**config.mk**
```make
export PLATFORM = sky130hd
export DESIGN_NAME = number_to_ascii_formatter
export DESIGN_NICKNAME = d
export VERILOG_FILES = /design/src/rtl/n2a_fmt_pkg.sv /design/src/rtl/number_to_ascii_formatter.sv
export SDC_FILE = /design/constraint.sdc
export NUM_CORES = 1
export LEC_CHECK = 0
export BUFFER_PORTS_ARGS = -buffer_cell sky130_fd_sc_hd__buf_2
export CORE_MARGIN = 2
export CORE_UTILIZATION = 60
export DETAILED_ROUTE_END_ITERATION = 8
export HOLD_SLACK_MARGIN = 0.1
export PLACE_DENSITY = 0.77
export SETUP_SLACK_MARGIN = 0.4
export SLEW_MARGIN = 10
export SYNTH_ARGS = -nofsm -noshare
export SYNTH_HDL_FRONTEND = slang
export SYNTH_SLANG_ARGS = --single-unit
```
**constraint.sdc**
```tcl
create_clock -name i_clk -period 22.5 [get_ports i_clk]
set_input_delay 5.625 -clock i_clk [delete_from_list [all_inputs] [get_ports i_clk]]
set_output_delay 5.625 -clock i_clk [all_outputs]
set_load 0.01 [all_outputs]
```
**src/rtl/n2a_fmt_pkg.sv**
```systemverilog
package n2a_fmt_pkg;

    // Format selector codes carried on the input tuser.
    typedef enum logic [2:0] {
        ACT_HEX8   = 3'd0,
        ACT_HEX16  = 3'd1,
        ACT_HEX32  = 3'd2,
        ACT_UDEC8  = 3'd3,
        ACT_SDEC8  = 3'd4,
        ACT_UDEC16 = 3'd5,
        ACT_SDEC16 = 3'd6
    } t_action;

    localparam int VALUE_W  = 32;
    localparam int ACTION_W = 3;
    localparam int CHAR_W   = 8;
    localparam int MAG_W    = 16;
    localparam int MAX_CHARS = 8;
    localparam int CNT_W    = 4;
    localparam int PROD_W   = 33;

    localparam logic [CHAR_W-1:0] ASCII_ZERO    = 8'h30;
    localparam logic [CHAR_W-1:0] ASCII_HEX_OFS = 8'h37;
    localparam logic [CHAR_W-1:0] ASCII_MINUS   = 8'h2D;

    // Reciprocals for constant division of a 16-bit magnitude:
    // floor(v / d) == (v * K) >> S for every v below 2^16.
    localparam logic [16:0] RECIP_10    = 17'd52429;
    localparam logic [16:0] RECIP_100   = 17'd83887;
    localparam logic [16:0] RECIP_1000  = 17'd67109;
    localparam logic [16:0] RECIP_10000 = 17'd107375;

    function automatic logic [CHAR_W-1:0] hex_char(input logic [3:0] nib);
        logic [CHAR_W-1:0] n;
        n = {4'b0, nib};
        return (nib > 4'd9) ? (n + ASCII_HEX_OFS) : (n + ASCII_ZERO);
    endfunction

    function automatic logic [CHAR_W-1:0] dec_char(input logic [3:0] d);
        return {4'b0, d} + ASCII_ZERO;
    endfunction

endpackage

```
**src/rtl/number_to_ascii_formatter.sv**
```systemverilog
// Channel   Dir  tdata                       tuser          tlast
// s_axis    in   [31:0] value                [2:0] action   -
// m_axis    out  [7:0] character             -              last character of the number
//
// An input number yields 2, 4 or 8 characters in hex modes and 1 to 6 in decimal
// modes; the output serializer sends one character per cycle while the receiver is
// ready (action 7 yields no output). The accepting edge loads the input register;
// the number then moves through the quotient register into the serializer, and a
// busy later stage can hold it in either register. Reset is synchronous and empties
// all stages. A stalled output holds its character; the two front stages keep filling
// meanwhile.
module number_to_ascii_formatter (
    input  logic        i_clk,
    input  logic        i_rst_n,
    input  logic        i_s_axis_tvalid,
    output logic        o_s_axis_tready,
    input  logic [31:0] i_s_axis_tdata,   // [31:0] value
    input  logic [2:0]  i_s_axis_tuser,   // [2:0] action
    output logic        o_m_axis_tvalid,
    input  logic        i_m_axis_tready,
    output logic [7:0]  o_m_axis_tdata,   // [7:0] character
    output logic        o_m_axis_tlast
);
    import n2a_fmt_pkg::*;

    // Input register
    logic                  r_s0_vld;
    logic [VALUE_W-1:0]    r_s0_val;
    logic [ACTION_W-1:0]   r_s0_act;

    // Quotient register
    logic                  r_s1_vld;
    logic [VALUE_W-1:0]    r_s1_val;
    logic [ACTION_W-1:0]   r_s1_act;
    logic                  r_s1_neg;
    logic [MAG_W-1:0]      r_s1_mag;
    logic [12:0]           r_s1_q1;
    logic [9:0]            r_s1_q2;
    logic [6:0]            r_s1_q3;
    logic [2:0]            r_s1_q4;

    // Serializer
    logic [CHAR_W*MAX_CHARS-1:0] r_seq;
    logic [CNT_W-1:0]            r_left;

    logic ser_free, ld, s1_rdy, s0_adv;

    // Stage 1 combinational
    logic                  n_neg;
    logic [MAG_W-1:0]      n_mag;
    logic [PROD_W-1:0]     p10, p100, p1000, p10000;

    // Load combinational
    logic [MAG_W-1:0]      t0;
    logic [12:0]           t1;
    logic [9:0]            t2;
    logic [6:0]            t3;
    logic [3:0]            d0, d1, d2, d3, d4;
    logic [2:0]            nd;
    logic [39:0]           dv, dl, dseq;
    logic [VALUE_W-1:0]    hv;
    logic [CHAR_W*MAX_CHARS-1:0] hseq, n_seq;
    logic [CNT_W-1:0]      n_cnt;

    assign ser_free = (r_left == '0) || (i_m_axis_tready && (r_left == CNT_W'(1)));
    assign ld       = r_s1_vld && ser_free;
    assign s1_rdy   = !r_s1_vld || ser_free;
    assign s0_adv   = r_s0_vld && s1_rdy;
    assign o_s_axis_tready = !r_s0_vld || s1_rdy;

    assign o_m_axis_tvalid = (r_left != '0);
    assign o_m_axis_tdata  = r_seq[CHAR_W-1:0];
    assign o_m_axis_tlast  = (r_left == CNT_W'(1));

    // Sign handling: two's complement negation within the field width, so the
    // most negative value maps onto its own bit pattern, which is the right magnitude.
    always_comb begin
        n_neg = 1'b0;
        n_mag = r_s0_val[MAG_W-1:0];
        case (r_s0_act)
            ACT_UDEC8: begin
                n_mag = {8'b0, r_s0_val[7:0]};
            end
            ACT_SDEC8: begin
                n_neg = r_s0_val[7];
                n_mag = {8'b0, (r_s0_val[7] ? (8'd0 - r_s0_val[7:0]) : r_s0_val[7:0])};
            end
            ACT_SDEC16: begin
                n_neg = r_s0_val[15];
                n_mag = r_s0_val[15] ? (16'd0 - r_s0_val[15:0]) : r_s0_val[15:0];
            end
            default: begin
                n_mag = r_s0_val[MAG_W-1:0];
            end
        endcase
    end

    assign p10    = PROD_W'(n_mag) * PROD_W'(RECIP_10);
    assign p100   = PROD_W'(n_mag) * PROD_W'(RECIP_100);
    assign p1000  = PROD_W'(n_mag) * PROD_W'(RECIP_1000);
    assign p10000 = PROD_W'(n_mag) * PROD_W'(RECIP_10000);

    // Digits from neighboring quotients: d_k = q_k - 10 * q_(k+1).
    always_comb begin
        t0 = r_s1_mag - ({r_s1_q1, 3'b0} + {2'b0, r_s1_q1, 1'b0});
        t1 = r_s1_q1 - ({r_s1_q2, 3'b0} + {2'b0, r_s1_q2, 1'b0});
        t2 = r_s1_q2 - ({r_s1_q3, 3'b0} + {2'b0, r_s1_q3, 1'b0});
        t3 = r_s1_q3 - ({1'b0, r_s1_q4, 3'b0} + {3'b0, r_s1_q4, 1'b0});
        d0 = t0[3:0];
        d1 = t1[3:0];
        d2 = t2[3:0];
        d3 = t3[3:0];
        d4 = {1'b0, r_s1_q4};

        if (d4 != '0)      nd = 3'd5;
        else if (d3 != '0) nd = 3'd4;
        else if (d2 != '0) nd = 3'd3;
        else if (d1 != '0) nd = 3'd2;
        else               nd = 3'd1;

        dv = {dec_char(d4), dec_char(d3), dec_char(d2), dec_char(d1), dec_char(d0)};
        // Left-align so the first printed digit sits in the top byte.
        case (nd)
            3'd1:    dl = dv << 32;
            3'd2:    dl = dv << 24;
            3'd3:    dl = dv << 16;
            3'd4:    dl = dv << 8;
            default: dl = dv;
        endcase
        for (int i = 0; i < 5; i++) begin
            dseq[8*i +: 8] = dl[39-8*i -: 8];
        end

        case (r_s1_act)
            ACT_HEX8:  hv = {r_s1_val[7:0], 24'b0};
            ACT_HEX16: hv = {r_s1_val[15:0], 16'b0};
            default:   hv = r_s1_val;
        endcase
        for (int i = 0; i < MAX_CHARS; i++) begin
            hseq[8*i +: 8] = hex_char(hv[31-4*i -: 4]);
        end

        n_seq = hseq;
        n_cnt = '0;
        case (r_s1_act)
            ACT_HEX8:  n_cnt = CNT_W'(2);
            ACT_HEX16: n_cnt = CNT_W'(4);
            ACT_HEX32: n_cnt = CNT_W'(8);
            ACT_UDEC8, ACT_SDEC8, ACT_UDEC16, ACT_SDEC16: begin
                n_seq = r_s1_neg ? {16'b0, dseq, ASCII_MINUS} : {24'b0, dseq};
                n_cnt = CNT_W'(nd) + CNT_W'(r_s1_neg);
            end
            default: n_cnt = '0;
        endcase
    end

    always_ff @(posedge i_clk) begin
        if (!i_rst_n) begin
            r_s0_vld <= 1'b0;
            r_s1_vld <= 1'b0;
            r_left   <= '0;
        end else begin
            if (o_s_axis_tready) begin
                r_s0_vld <= i_s_axis_tvalid;
            end
            if (s1_rdy) begin
                r_s1_vld <= r_s0_vld;
            end
            if (ld) begin
                r_left <= n_cnt;
            end else if (o_m_axis_tvalid && i_m_axis_tready) begin
                r_left <= r_left - CNT_W'(1);
            end
        end
    end

    always_ff @(posedge i_clk) begin
        if (i_s_axis_tvalid && o_s_axis_tready) begin
            r_s0_val <= i_s_axis_tdata;
            r_s0_act <= i_s_axis_tuser;
        end
        if (s0_adv) begin
            r_s1_val <= r_s0_val;
            r_s1_act <= r_s0_act;
            r_s1_neg <= n_neg;
            r_s1_mag <= n_mag;
            r_s1_q1  <= p10[31:19];
            r_s1_q2  <= p100[32:23];
            r_s1_q3  <= p1000[32:26];
            r_s1_q4  <= p10000[32:30];
        end
        if (ld) begin
            r_seq <= n_seq;
        end else if (o_m_axis_tvalid && i_m_axis_tready) begin
            r_seq <= r_seq >> CHAR_W;
        end
    end

endmodule

```
==> metrics.md <==
| Metric | Value |
|---|---|
| Status | `completed` |
| Commonest non-fill, non-tap cell in the layout | `inv_1` |
| Tcrit/Tclk final | `53.59%` |
| Number of synthesized flops with an enable pin | `146` |
| Skew final | `0.01393 ns` |
| Max-cap violations | `0` |
| Hold Path Sink | `r_s1_val[28]` |
| Post-Syn Area | `22140 um2` |
| Die area | `38460 um2` |
| Pin count of the biggest net entering global routing | `71` |
| Worst hold path class | `flip-flop to flip-flop` |
| Crit path capture type | `output pin` |
| Commonest cells after routing, fill and taps aside | `472 x inv_1, 416 x ha_1, 296 x fa_1` |
| Reg2reg path depth | `30` |
| RSZ-0062 raised after global routing | `false` |
| Synth unique cells | `77` |
| Ys Warns | `0` |
| Worst EP required | `16.88 ns` |
| Rows | `70` |
| Synth Instances | `2137` |
| Vias in the first global route | `16766` |
| Nets@finish | `2934` |
| Final hold vios | `0` |
| Max Clock Freq | `82.94 MHz` |
| Final Max Tran Viols | `0` |
| Starting Density | `60.78%` |
| Placer Congestion | `0.9756` |
| Type of origin of the critical path | `input pin` |
| Max Root-Sink Buffers | `2` |
| Fin crit period | `12.06 ns` |
| Antenna fix cells | `0` |
| Die H | `196.1 um` |
| First-pass GRT wire length | `88.34 mm` |
| Hold_sp | `r_s0_val[28]` |
| Root buffer cell | `clkbuf_16` |
| Post-route ant nets | `0` |
| Clock-pin slew on the worst setup and hold paths | `0.06 ns` |
| Yosys reg bits | `152` |
| Asr flop ratio synth | `0%` |
| Sequential share of the synthesized area | `20.34%` |
| CTS tree | `done` |
| Post-Syn Nets | `2888` |
| Total global routing track utilization | `30.02%` |
| Mean Syn Cell Area | `10.36 um2` |
| Crit path kind | `input pin to output pin` |
| Pre-CTS WS | `10.44 ns` |
| Vias/cell | `5.885` |
| H-tree level count | `4` |
| Worst-skew pair later-pin latency | `0.44 ns` |
| Worst Slack Setup Final | `10.44 ns` |
| Critical-path maximum fanout | `4` |
| WL final | `54.97 mm` |
| Main synth FF type | `edfxtp_1` |
| Core area | `36430 um2` |
| Setup-failing EPs final | `0` |
| Util after Layout | `64.82%` |
| R2r setup slk | `14.13 ns` |
| Setup TNS Final | `0 ns` |
| R2r endpoint | `r_s1_q2[3]` |
| # hold bufs at CTS | `0` |
| Slew @ Worst Pin | `0.9765 ns` |
| Vias post-DR | `15678` |
| DRC Markers | `0` |
| Fillers | `2839` |
| 1st-pass router iterations | `6` |
| Slew HR | `34.21%` |
| Clock sinks | `152` |
| Initial antenna violation count | `0` |
| Area Overhead vs Synth | `6.662%` |
| # IOs | `50` |
| Drt wl/cell | `20.63 um` |
| Worst R2R Start | `r_s0_val[0]` |
| Post-CTS Setup Repair Bufs | `0` |
| Post-CTS Resized | `0` |
| Area post-placement | `22980 um2` |
| Die W | `196.1 um` |
| Design area | `23620 um2` |
| First-iteration detailed-routing DRC count | `1228` |
| DP HPWL | `44.21 mm` |
| Layout cells sized above 1 | `6.102%` |
| CTS Buf Count | `17` |
| Hold Path Stages | `0` |
| Crit path DAT | `6.43 ns` |
| Count of input and output buffers | `48` |
| Remaining Overflow, GRT | `0` |
[logic make-up (layout without fill, tap and decap cells)]
logic type	count (synthesis)	in the layout	share of synthesized area, %
and+or+nand+nor	348	348	7.362
xor gates and xnor gates	76	76	3.130
buffers and inverters	522	581	9.097
DFF	152	152	20.34
adders and majority gates	712	712	50.27
muxes	20	20	0.9323
other	1	1	0.01693
AOI/OAI and AO/OA	306	306	8.854
[layer usage]
| layer | vias to the layer above | part of all wire (%) | global-route usage, % |
|---|---|---|---|
| met4 | 0 | 5.7 | 16.39 |
| li1 | 7183 | - | - |
| met3 | 188 | 5.2 | 2.991 |
| met1 | 7686 | 38 | 36.27 |
| met5 | - | 0 | 0 |
| met2 | 621 | 51 | 53.06 |
[flip-flops by register name, summed over array words and instances (netlist names), 4 cells and up]
name / count
r_seq: 56
r_s0_val: 32
r_s1_val: 32
r_left: 4
r_s1_mag: 4
r_s1_q1: 4
r_s1_q2: 4
r_s1_q3: 4
[worst max path at each step]
| stage | startpoint | end | slack, ns |
|---|---|---|---|
| 5_1_grt | i_m_axis_tready | o_s_axis_tready | 10.35 |
| 2_1_floorplan | i_m_axis_tready | o_s_axis_tready | 10.81 |
| 3_3_place_gp | i_m_axis_tready | o_s_axis_tready | 10.47 |
| 6_report | i_m_axis_tready | o_s_axis_tready | 10.44 |
| 4_1_cts | i_m_axis_tready | o_s_axis_tready | 10.44 |
| 3_5_place_dp | i_m_axis_tready | o_s_axis_tready | 10.44 |
[critical path, cell delays in order]
cell,delay [ns]
buf_2,0.11
a21oi_1,0.21
and2_1,0.27
nand2_1,0.08
buf_2,0.14
[synthesized netlist by cell type, types with 5 or more instances]
cell type,number,area (um2)
nor3_1,36,180.2
nand4_1,9,56.30
nor2b_1,5,31.28
a211o_1,5,43.79
clkbuf_1,31,116.4
edfxtp_1,146,4384
mux2i_1,18,180.2
a31oi_1,15,93.84
xnor2_1,48,420.4
a22oi_1,7,52.55
xor2_1,26,227.7
nor2_1,99,371.6
a21o_1,20,150.1
a21oi_1,81,405.4
buf_4,8,60.06
or2_2,11,68.82
nand2_1,101,379.1
o21ai_0,74,370.4
nand2b_1,5,31.28
nand3_1,30,150.1
ha_1,416,5205
o2111ai_1,7,61.31
inv_1,473,1775
a211oi_1,8,60.06
or3_1,5,31.28
fa_1,296,5926
o22ai_1,7,43.79
o31ai_1,13,97.59
o211ai_1,10,75.07
and2_1,10,62.56
o21a_1,11,82.58
and3_1,14,87.58
dfxtp_1,6,120.1
[cell type report]
cell class,count,area [um2],area share (%)
multi-input cells,1463,15660,66.30
flip-flops and latches,152,4504,19.07
inverters,473,1775,7.517
well taps,468,585.6,2.479
repair buffers,76,450.4,1.907
clock buffers,17,425.4,1.801
clock inverters,15,217.7,0.9218
[per-stage QoR]
step | std cells | hold slack [ns]
2_1_floorplan | 2137 | 0.4003
3_3_place_gp | 2632 | 0.4057
3_5_place_dp | 2632 | 0.4052
4_1_cts | 2664 | 0.4134
5_1_grt | 2664 | 0.4238
6_report | 2664 | 0.4119
Power is not shown: default switching activity piles up to over one toggle a cycle in this logic, so the estimate is an artifact.
